<file path="src/rtl/assert_macros.svh">
// Assertion helpers shared by the RTL files.
`ifndef ASSERT_MACROS_SVH
`define ASSERT_MACROS_SVH

// Same-cycle implication, disabled during reset.
`define ASSERT_NOW(label, clk, rst, ante, cons) \
  label: assert property (@(posedge clk) disable iff (rst) (ante) |-> (cons)) \
    else $error("assertion failed");

// Next-cycle implication, disabled during reset.
`define ASSERT_NEXT(label, clk, rst, ante, cons) \
  label: assert property (@(posedge clk) disable iff (rst) (ante) |=> (cons)) \
    else $error("assertion failed");

`endif

</file>
<file path="src/rtl/bacl_pkg.sv">
package bacl_pkg;

  localparam int unsigned AdcW     = 12;
  localparam int unsigned RefW     = 13;
  localparam int unsigned RatW     = 12;
  localparam int unsigned RatFracW = 8;
  localparam int unsigned ThrW     = 16;
  localparam int unsigned MvW      = 16;
  localparam int unsigned PctW     = 7;

  localparam int unsigned AdcMaxDefault = 4095;

  localparam logic [MvW-1:0] MvSat      = 16'hFFFF;
  localparam logic [MvW-1:0] ChargingMv = 16'd4200;

  // Discharge curve, top point first.
  localparam int unsigned CurvePoints = 11;
  localparam int unsigned Segments    = CurvePoints - 1;
  localparam logic [MvW-1:0] CurveMv [CurvePoints] = '{
    16'd4200, 16'd4100, 16'd4000, 16'd3900, 16'd3800, 16'd3700,
    16'd3600, 16'd3500, 16'd3400, 16'd3300, 16'd3000
  };
  localparam logic [PctW-1:0] CurvePct [CurvePoints] = '{
    7'd100, 7'd90, 7'd80, 7'd70, 7'd60, 7'd50, 7'd40, 7'd30, 7'd20, 7'd10, 7'd0
  };

  // Per segment: span_pct * (2^16 / span_mv + 1); d * coef >> 16 equals
  // floor(d * span_pct / span_mv) over each segment's range.
  localparam int unsigned CoefShift = 16;
  localparam int unsigned CoefW     = 13;
  localparam int unsigned SegDW     = 9;
  localparam logic [CoefW-1:0] CurveCoef [Segments] = '{
    13'd6560, 13'd6560, 13'd6560, 13'd6560, 13'd6560,
    13'd6560, 13'd6560, 13'd6560, 13'd6560, 13'd2190
  };

  // Configuration register map.
  localparam int unsigned CfgIdxW  = 2;
  localparam int unsigned CfgDataW = 16;
  localparam logic [CfgIdxW-1:0] CfgAdcRef  = 2'd0;
  localparam logic [CfgIdxW-1:0] CfgDivRat  = 2'd1;
  localparam logic [CfgIdxW-1:0] CfgLowThr  = 2'd2;
  localparam logic [CfgIdxW-1:0] CfgCritThr = 2'd3;

  localparam logic [RefW-1:0] AdcRefReset  = 13'd3300;
  localparam logic [RatW-1:0] DivRatReset  = 12'd512;
  localparam logic [ThrW-1:0] LowThrReset  = 16'd3400;
  localparam logic [ThrW-1:0] CritThrReset = 16'd3200;

  typedef struct packed {
    logic [RefW-1:0] adc_reference_mv;
    logic [RatW-1:0] divider_ratio_q8;
    logic [ThrW-1:0] low_threshold_mv;
    logic [ThrW-1:0] critical_threshold_mv;
  } bacl_cfg_t;

  typedef struct packed {
    logic low;
    logic critical;
    logic charging;
  } bacl_flags_t;

endpackage

</file>
<file path="src/rtl/bacl_if.sv">
interface bacl_sample_if;
  import bacl_pkg::*;
  logic            valid;
  logic            ready;
  logic [AdcW-1:0] adc_sample;
  modport source (output valid, output adc_sample, input ready);
  modport sink (input valid, input adc_sample, output ready);
endinterface

interface bacl_mv_if;
  import bacl_pkg::*;
  logic           valid;
  logic           ready;
  logic [MvW-1:0] battery_mv;
  modport source (output valid, output battery_mv, input ready);
  modport sink (input valid, input battery_mv, output ready);
endinterface

interface bacl_level_if;
  import bacl_pkg::*;
  logic            valid;
  logic            ready;
  logic [MvW-1:0]  battery_mv;
  logic [PctW-1:0] charge_percent;
  logic            low_flag;
  logic            critical_flag;
  logic            charging_flag;
  modport source (output valid, output battery_mv, output charge_percent,
                  output low_flag, output critical_flag, output charging_flag,
                  input ready);
  modport sink (input valid, input battery_mv, input charge_percent,
                input low_flag, input critical_flag, input charging_flag,
                output ready);
endinterface

</file>
<file path="src/rtl/bacl_volt.sv">
`include "assert_macros.svh"

// Sample to battery millivolts, five stages:
// product, reciprocal multiply, quotient check product, correction, ratio + saturate.
module bacl_volt #(
  parameter int unsigned AdcMax = bacl_pkg::AdcMaxDefault
) (
  input  logic                clk,
  input  logic                rst,
  input  bacl_pkg::bacl_cfg_t cfg,
  bacl_sample_if.sink         up,
  bacl_mv_if.source           down
);
  import bacl_pkg::*;

  localparam int unsigned Stages = 5;
  localparam int unsigned ProdW  = AdcW + RefW;
  localparam longint unsigned RecipM = (64'd1 << ProdW) / AdcMax;
  localparam int unsigned MW     = $clog2(RecipM + 1);
  localparam longint unsigned QMax = ((64'd1 << ProdW) - 1) / AdcMax;
  localparam int unsigned QW     = $clog2(QMax + 1);
  localparam int unsigned BatW   = QW + RatW;
  localparam int unsigned ShW    = BatW - RatFracW;
  localparam int unsigned ScW    = (ShW > MvW) ? ShW : MvW;

  logic [Stages-1:0] vld;
  logic [Stages:0]   st_ready;

  logic [ProdW-1:0]    s1_prod;
  logic [ProdW-1:0]    s2_prod;
  logic [QW-1:0]       s2_q0;
  logic [ProdW-1:0]    s3_prod;
  logic [ProdW-1:0]    s3_qd;
  logic [QW-1:0]       s3_q0;
  logic [QW-1:0]       s4_pin;
  logic [MvW-1:0]      s5_mv;

  logic [ProdW+MW-1:0] recip_prod;
  logic [ProdW-1:0]    rem;
  logic [BatW-1:0]     bat;
  logic [ScW-1:0]      bat_sc;

  // a stage takes new data when empty or when the one after it moves on
  always_comb begin
    st_ready[Stages] = down.ready;
    for (int k = Stages - 1; k >= 0; k--) begin
      st_ready[k] = !vld[k] || st_ready[k+1];
    end
  end

  assign up.ready        = st_ready[0];
  assign down.valid      = vld[Stages-1];
  assign down.battery_mv = s5_mv;

  always_ff @(posedge clk) begin
    if (rst) begin
      vld <= '0;
    end else begin
      if (st_ready[0]) begin
        vld[0] <= up.valid;
      end
      for (int k = 1; k < Stages; k++) begin
        if (st_ready[k]) begin
          vld[k] <= vld[k-1];
        end
      end
    end
  end

  assign recip_prod = (ProdW+MW)'(s1_prod) * (ProdW+MW)'(RecipM);
  assign rem        = s3_prod - s3_qd;
  assign bat        = BatW'(s4_pin) * BatW'(cfg.divider_ratio_q8);
  assign bat_sc     = ScW'(bat >> RatFracW);

  always_ff @(posedge clk) begin
    if (st_ready[0]) begin
      s1_prod <= ProdW'(up.adc_sample) * ProdW'(cfg.adc_reference_mv);
    end
    if (st_ready[1]) begin
      s2_prod <= s1_prod;
      s2_q0   <= QW'(recip_prod >> ProdW);
    end
    if (st_ready[2]) begin
      s3_prod <= s2_prod;
      s3_q0   <= s2_q0;
      s3_qd   <= ProdW'(s2_q0) * ProdW'(AdcMax);
    end
    if (st_ready[3]) begin
      s4_pin <= (rem >= ProdW'(AdcMax)) ? s3_q0 + 1'b1 : s3_q0;
    end
    if (st_ready[4]) begin
      s5_mv <= (bat_sc > ScW'(MvSat)) ? MvSat : MvW'(bat_sc);
    end
  end

  // reciprocal estimate is never more than one short
  `ASSERT_NOW(a_rem_range, clk, rst, vld[2],
              (s3_qd <= s3_prod) && (rem < ProdW'(2 * AdcMax)))
  `ASSERT_NEXT(a_vld_advance, clk, rst, vld[0] && st_ready[1], vld[1])

endmodule

</file>
<file path="src/rtl/bacl_pct.sv">
`include "assert_macros.svh"

// Millivolts to charge percentage and flags: segment select, then interpolation.
module bacl_pct (
  input  logic                clk,
  input  logic                rst,
  input  bacl_pkg::bacl_cfg_t cfg,
  bacl_mv_if.sink             up,
  bacl_level_if.source        down
);
  import bacl_pkg::*;

  localparam int unsigned Stages = 2;
  localparam int unsigned IpW    = SegDW + CoefW;

  logic [Stages-1:0] vld;
  logic [Stages:0]   st_ready;

  logic [PctW-1:0]  base_next;
  logic [SegDW-1:0] d_next;
  logic [CoefW-1:0] coef_next;
  bacl_flags_t      flags_next;

  logic [MvW-1:0]   a_mv;
  logic [PctW-1:0]  a_base;
  logic [SegDW-1:0] a_d;
  logic [CoefW-1:0] a_coef;
  bacl_flags_t      a_flags;

  logic [IpW-1:0]   ip_prod;

  logic [MvW-1:0]   b_mv;
  logic [PctW-1:0]  b_pct;
  bacl_flags_t      b_flags;

  always_comb begin
    st_ready[Stages] = down.ready;
    for (int k = Stages - 1; k >= 0; k--) begin
      st_ready[k] = !vld[k] || st_ready[k+1];
    end
  end

  assign up.ready = st_ready[0];

  always_ff @(posedge clk) begin
    if (rst) begin
      vld <= '0;
    end else begin
      if (st_ready[0]) begin
        vld[0] <= up.valid;
      end
      for (int k = 1; k < Stages; k++) begin
        if (st_ready[k]) begin
          vld[k] <= vld[k-1];
        end
      end
    end
  end

  // top segment wins on a shared boundary; both give the point's value
  always_comb begin
    base_next = '0;
    d_next    = '0;
    coef_next = '0;
    if (up.battery_mv >= CurveMv[0]) begin
      base_next = CurvePct[0];
    end else if (up.battery_mv > CurveMv[CurvePoints-1]) begin
      for (int i = Segments - 1; i >= 0; i--) begin
        if (up.battery_mv >= CurveMv[i+1]) begin
          base_next = CurvePct[i+1];
          d_next    = SegDW'(up.battery_mv - CurveMv[i+1]);
          coef_next = CurveCoef[i];
        end
      end
    end
    flags_next.low      = up.battery_mv < cfg.low_threshold_mv;
    flags_next.critical = up.battery_mv < cfg.critical_threshold_mv;
    flags_next.charging = up.battery_mv > ChargingMv;
  end

  assign ip_prod = IpW'(a_d) * IpW'(a_coef);

  always_ff @(posedge clk) begin
    if (st_ready[0]) begin
      a_mv    <= up.battery_mv;
      a_base  <= base_next;
      a_d     <= d_next;
      a_coef  <= coef_next;
      a_flags <= flags_next;
    end
    if (st_ready[1]) begin
      b_mv    <= a_mv;
      b_pct   <= a_base + PctW'(ip_prod >> CoefShift);
      b_flags <= a_flags;
    end
  end

  assign down.valid          = vld[Stages-1];
  assign down.battery_mv     = b_mv;
  assign down.charge_percent = b_pct;
  assign down.low_flag       = b_flags.low;
  assign down.critical_flag  = b_flags.critical;
  assign down.charging_flag  = b_flags.charging;

  `ASSERT_NOW(a_pct_range, clk, rst, vld[1], b_pct <= CurvePct[0])
  `ASSERT_NOW(a_pct_ends, clk, rst, vld[1],
              (!b_flags.charging || b_pct == CurvePct[0]) &&
              (b_mv > CurveMv[CurvePoints-1] || b_pct == '0))

endmodule

</file>
<file path="src/rtl/battery_adc_to_charge_level.sv">
// Pipeline: a transferred sample passes through five voltage stages, segment select and
//   the interpolation/output register before its result leaves the block.
// Throughput: one sample per cycle; every stage has its own valid bit, so a stall on
//   the result side only holds the stages that are full.
// Reset: synchronous, active high; empties the pipeline and loads the register defaults.
`include "assert_macros.svh"

module battery_adc_to_charge_level #(
  parameter int unsigned AdcMax = bacl_pkg::AdcMaxDefault
) (
  input  logic                            clk,
  input  logic                            rst,
  input  logic                            cfg_wr_en,
  input  logic [bacl_pkg::CfgIdxW-1:0]    cfg_index,
  input  logic [bacl_pkg::CfgDataW-1:0]   cfg_data,
  bacl_sample_if.sink                     adc,
  bacl_level_if.source                    level
);
  import bacl_pkg::*;

  // Configuration. The user is to write it only while no transfer is in flight (the block does
  // not enforce this), so the stages read it directly without carrying a copy along.
  bacl_cfg_t cfg;

  always_ff @(posedge clk) begin
    if (rst) begin
      cfg.adc_reference_mv      <= AdcRefReset;
      cfg.divider_ratio_q8      <= DivRatReset;
      cfg.low_threshold_mv      <= LowThrReset;
      cfg.critical_threshold_mv <= CritThrReset;
    end else if (cfg_wr_en) begin
      unique case (cfg_index)
        CfgAdcRef:  cfg.adc_reference_mv      <= cfg_data[RefW-1:0];
        CfgDivRat:  cfg.divider_ratio_q8      <= cfg_data[RatW-1:0];
        CfgLowThr:  cfg.low_threshold_mv      <= cfg_data[ThrW-1:0];
        CfgCritThr: cfg.critical_threshold_mv <= cfg_data[ThrW-1:0];
        default: ;
      endcase
    end
  end

  // Voltage path: sample * vref / AdcMax (reciprocal multiply with one
  // correction step), then the Q4.8 divider ratio with saturation.
  bacl_mv_if mv_ch ();

  bacl_volt #(
    .AdcMax (AdcMax)
  ) u_volt (
    .clk  (clk),
    .rst  (rst),
    .cfg  (cfg),
    .up   (adc),
    .down (mv_ch)
  );

  // Curve lookup and flags; its last stage is the output register.
  bacl_pct u_pct (
    .clk  (clk),
    .rst  (rst),
    .cfg  (cfg),
    .up   (mv_ch),
    .down (level)
  );

  // Flag consistency against the live thresholds at the output.
  `ASSERT_NOW(a_flag_order, clk, rst,
              level.valid && (cfg.critical_threshold_mv <= cfg.low_threshold_mv),
              !level.critical_flag || level.low_flag)

endmodule

</file>
<file path="src/flat_wrapper.sv">
// flat-port wrapper written by rule: the top's interface ports become plain ports
module battery_adc_to_charge_level_flat import bacl_pkg::*;
#(
  parameter int unsigned AdcMax = bacl_pkg::AdcMaxDefault
)
  (clk, rst, cfg_wr_en, cfg_index, cfg_data, adc_valid, adc_adc_sample, adc_ready, level_valid, level_battery_mv, level_charge_percent, level_low_flag, level_critical_flag, level_charging_flag, level_ready);
  bacl_sample_if adc_i ();
  bacl_level_if level_i ();
  input  logic clk;
  input  logic rst;
  input  logic cfg_wr_en;
  input  logic [bacl_pkg::CfgIdxW-1:0] cfg_index;
  input  logic [bacl_pkg::CfgDataW-1:0] cfg_data;
  input wire logic [$bits(adc_i.valid)-1:0] adc_valid;
  input wire logic [$bits(adc_i.adc_sample)-1:0] adc_adc_sample;
  output wire logic [$bits(adc_i.ready)-1:0] adc_ready;
  output wire logic [$bits(level_i.valid)-1:0] level_valid;
  output wire logic [$bits(level_i.battery_mv)-1:0] level_battery_mv;
  output wire logic [$bits(level_i.charge_percent)-1:0] level_charge_percent;
  output wire logic [$bits(level_i.low_flag)-1:0] level_low_flag;
  output wire logic [$bits(level_i.critical_flag)-1:0] level_critical_flag;
  output wire logic [$bits(level_i.charging_flag)-1:0] level_charging_flag;
  input wire logic [$bits(level_i.ready)-1:0] level_ready;
  assign adc_i.valid = adc_valid;
  assign adc_i.adc_sample = adc_adc_sample;
  assign adc_ready = adc_i.ready;
  assign level_valid = level_i.valid;
  assign level_battery_mv = level_i.battery_mv;
  assign level_charge_percent = level_i.charge_percent;
  assign level_low_flag = level_i.low_flag;
  assign level_critical_flag = level_i.critical_flag;
  assign level_charging_flag = level_i.charging_flag;
  assign level_i.ready = level_ready;
  battery_adc_to_charge_level #(.AdcMax(AdcMax)) u_core (.clk(clk), .rst(rst), .cfg_wr_en(cfg_wr_en), .cfg_index(cfg_index), .cfg_data(cfg_data), .adc(adc_i), .level(level_i));
endmodule
</file>
<file path="config.mk">
export PLATFORM = sky130hd
export DESIGN_NAME = battery_adc_to_charge_level_flat
export DESIGN_NICKNAME = d
export VERILOG_FILES = /design/src/rtl/bacl_pkg.sv /design/src/rtl/bacl_if.sv /design/src/rtl/bacl_volt.sv /design/src/rtl/bacl_pct.sv /design/src/rtl/battery_adc_to_charge_level.sv /design/src/flat_wrapper.sv
export VERILOG_INCLUDE_DIRS = /design/src /design/src/rtl
export SDC_FILE = /design/constraint.sdc
export NUM_CORES = 2
export LEC_CHECK = 0
export CELL_PAD_IN_SITES_DETAIL_PLACEMENT = 1
export CELL_PAD_IN_SITES_GLOBAL_PLACEMENT = 2
export CORE_AREA = 2 2 179 357
export CTS_CLUSTER_DIAMETER = 80
export DETAILED_ROUTE_END_ITERATION = 10
export DIE_AREA = 0 0 181 359
export DONT_BUFFER_PORTS = 1
export GPL_ROUTABILITY_DRIVEN = 0
export HOLD_SLACK_MARGIN = 0.02
export PLACE_DENSITY_LB_ADDON = 0.25
export SLEW_MARGIN = 15
export SYNTH_ARGS = -nofsm -noshare
export SYNTH_HDL_FRONTEND = slang
export SYNTH_SLANG_ARGS = --single-unit
</file>
<file path="constraint.sdc">
create_clock -name clk -period 17.3 [get_ports clk]
set_clock_uncertainty 0.05 [all_clocks]
set_input_delay 0.865 -clock clk [delete_from_list [all_inputs] [get_ports clk]]
set_output_delay 0.865 -clock clk [all_outputs]
set_load 0.1 [all_outputs]
</file>
==> flow_metrics.tcl <==
set metrics [dict create \
    max_slew_margin_pct 23.66 \
    htree_levels 1 \
    worstSetupPathType "register to register" \
    use_met2_pct 44.12 \
    totalWireLength_um 76300 \
    yosys.area_share.simple_pct 14.16 \
    synth_compound_area_share_pct 9.064 \
    worstMarginPinSlew_ns 1.145 \
    antenna_found_initial 3 \
    timing.hold.ws_ns 0.2842 \
    seq_area_frac_synth_pct 27.11 \
    hpwl_um 60810 \
    syn_nets 3655 \
    via_per_inst 5.499 \
    drcViolationCount 0 \
    grt_pass1_wl_um 124700 \
    met3_usage_pct 3.900 \
    cts_tree "done" \
    rsz0062_at_grt "false" \
    cts-root-buf "clkbuf_16" \
    fin_cells 3694 \
    fin_tns_setup_ns 0 \
    netlist_instances 2928 \
    wire_per_inst_um 20.65 \
    path_cells "and2_1 > ha_1 > inv_1 > fa_1 > fa_1 > inv_1 > fa_1 > ha_1 > a2111oi_0 > a21oi_1 > a21o_1 > and4_1 > a2111oi_0 > xnor2_1 > ha_1 > a21oi_1 > o21bai_1 > a21oi_1 > xnor2_1" \
    ys_warn_count 0 \
    port_buffers 0 \
    use_met1_pct 30.32 \
    start_kind "register" \
    synth_mux_area_share_pct 0.07310 \
    critPathCaptureType "register" \
    first_iter_violations 904 \
    yosysUniqueCellTypes 76 \
    cp_max_fo 9 \
    design_area_mm2 0.03091 \
    async_flop_share_pct 0 \
    clk_path_buf_depth 3 \
    dpl-instance-area_mm2 0.02983 \
    drt_pass1_iterations 5 \
    seq_area_mm2 0.007888 \
    yosys.area_share.adder_pct 38.81 \
    clock_sinks 284 \
    cts_buffers 31 \
    dominantRegCellSynth "edfxtp_1" \
    grt_use_total_pct 24.36 \
    cts_resized 0 \
    core_area_mm2 0.06246 \
    max_freq_mhz 156.9 \
    cp_data_required_time_ns 17.61 \
    initial_core_util_pct 46.59 \
    drive_gt1_share_pct 3.206 \
    grt_pass1_vias 22644 \
    syn_to_final_growth_pct 6.218 \
    period_share_pct 36.84 \
    hold_class "input port to register" \
    io_pins 63 \
    clk_pin_slew_ns 0.08 \
    outcome "finished clean" \
    dieArea_mm2 0.06498 \
    final_nets 3605 \
    synth_edf_count 220 \
    synth_seq_cells 284 \
    synth-xor-area-share_pct 3.221 \
    worst_skew_pair.late_latency_ns 0.61 \
    cts_hold_buf 0 \
    place_inst 3637 \
    rows 130 \
    die_w_um 181 \
    synth_top_family_by_area "adder cells" \
    fin_crit_ns 6.374 \
    postSynthAreaPerCell_um2 9.938 \
    final_max_slew_viol_count 0 \
    grt.busiest_layer "met2" \
    cpMaxStageDelayCell "a2111oi_0" \
    cp.arrival_ns 6.68 \
    die_y_um 359 \
    max_stage_delay_ns 0.84 \
    maxCapViolCount 0 \
    drtAntennaViolNets 0 \
    cts_setup_buffers 0 \
    finalHoldViolCount 0 \
    finalSetupViolCount 0 \
    netlist_area_mm2 0.02910 \
    multi_input_area_mm2 0.01902 \
    vias 20313 \
    grt_max_degree 65 \
    fillers 7004 \
    grt_overflow 0 \
]
## layout make-up
cell class | instances | area share (%)
antenna | 1 | 0.008096
multi-input combinational | 2060 | 61.55
clock buffer | 31 | 2.510
sequential | 284 | 25.52
clock inverter | 25 | 0.9553
inverter | 487 | 5.914
timing repair buffer | 14 | 0.3400
tap | 792 | 3.206
## metal layers
layer  vias up  routed length [um]
met5         -                   0
met4         0                1563
met3        98                3486
met2       323               39700
met1     10384               31540
li1       9508                   -
## synth_stat cells (all sizes together), types with 18 or more instances
library cell | instances | area (um2)
nor2b | 18 | 112.6
xnor2 | 84 | 735.7
nor3 | 34 | 170.2
a21oi | 143 | 715.7
o21a | 30 | 225.2
nand3 | 32 | 160.2
a21o | 23 | 172.7
dfxtp | 64 | 1281
xor2 | 23 | 201.4
clkbuf | 90 | 337.8
ha | 341 | 4267
fa | 351 | 7027
o21ai | 76 | 380.4
nand2 | 396 | 1486
inv | 485 | 1821
and2 | 166 | 1039
nor2 | 88 | 330.3
and3 | 19 | 118.9
edfxtp | 220 | 6606
## flip-flops by register name, indices dropped and copies added, names as in the netlist, 3 cells and up
signal,cells
u_core.u_volt.s3_q0,13
u_core.u_volt.vld,5
u_core.u_volt.down.battery_mv,16
u_core.u_pct.down.charge_percent,7
u_core.u_pct.a_base,6
u_core.u_volt.s3_qd,25
u_core.u_volt.s1_prod,25
u_core.u_pct.a_d,9
u_core.u_volt.s3_prod,25
u_core.u_pct.a_mv,16
u_core.u_pct.down.battery_mv,16
u_core.u_volt.s4_pin,14
u_core.u_pct.a_coef,3
u_core.cfg,57
u_core.u_volt.s2_prod,25
u_core.u_pct.a_flags,3
u_core.u_volt.s2_q0,14
## kinds of logic (layout without fill, tap and decap cells)
logic type,Yosys count,in the layout
and+or+nand+nor,850,850
adders and majority gates,692,692
buffers and inverters,584,557
AOI/OAI and AO/OA,409,409
DFF,284,284
xor gates and xnor gates,107,107
muxes,2,2
other,0,1
## worst max-delay path: cells and delay by family, from the launching register on
family	cells	cell delay, ns
buffers and inverters	2	0.12
adder cells (fa/ha/maj)	6	2.55
flip-flops	1	0.51
AND/OR/NAND/NOR	2	0.44
AO/OA/AOI/OAI	7	2.21
XOR/XNOR	2	0.28
## cell usage in the layout, fill, tap and decap left out, types with 6 or more instances in the layout
master / Yosys / layout
o211ai_1: 15 / 15
nor4_1: 9 / 8
clkbuf_16: 0 / 31
o221ai_1: 6 / 6
fa_1: 351 / 351
and3_1: 19 / 19
ha_1: 341 / 341
a21o_1: 23 / 23
o21ai_0: 69 / 69
a21oi_1: 143 / 143
or2_2: 6 / 6
nor2_1: 88 / 88
nand2b_1: 17 / 17
buf_4: 0 / 14
inv_1: 485 / 485
edfxtp_1: 220 / 220
nand3_1: 32 / 31
nor3b_1: 7 / 7
nor2b_1: 18 / 18
a31o_2: 6 / 6
nand3b_1: 15 / 15
nand2_1: 396 / 395
and2_1: 166 / 166
nand4_1: 14 / 14
and4_1: 6 / 6
dfxtp_1: 64 / 64
a211oi_1: 9 / 9
xnor2_1: 84 / 84
o21ai_1: 7 / 7
o21a_1: 30 / 30
a31oi_1: 17 / 17
xor2_1: 23 / 23
nor3_1: 34 / 34
or3_1: 8 / 8
a22oi_1: 6 / 6
a2bb2oi_1: 7 / 7
## worst paths after layout
path / start / end / slack (ns) / cells past startpoint
worst max register to register: u_core.u_pct.a_coef[8]$_SDFFCE_PP0P_ / u_core.u_pct.down.charge_percent[6]$_DFFE_PP_ / 10.93 / 19
worst min register to register: u_core.u_pct.a_mv[5]$_DFFE_PP_ / u_core.u_pct.down.battery_mv[5]$_DFFE_PP_ / 0.36 / 0
worst max-delay path: u_core.u_pct.a_coef[8]$_SDFFCE_PP0P_ / u_core.u_pct.down.charge_percent[6]$_DFFE_PP_ / 10.93 / 19
worst min-delay path: rst / u_core.u_volt.vld[1]$_SDFFE_PP0P_ / 0.28 / 1
## per-stage QoR
step	setup slack [ns]	utilization, %
detailed placement	10.92	47.77
floorplan	11.24	-
global placement	11.14	47.77
CTS	10.90	49.48
global route	10.52	49.48
finish	10.93	49.49
Power is left out: the tool's default activity adds up to more than one toggle a clock period on the data nets, which glitch-free logic cannot reach.
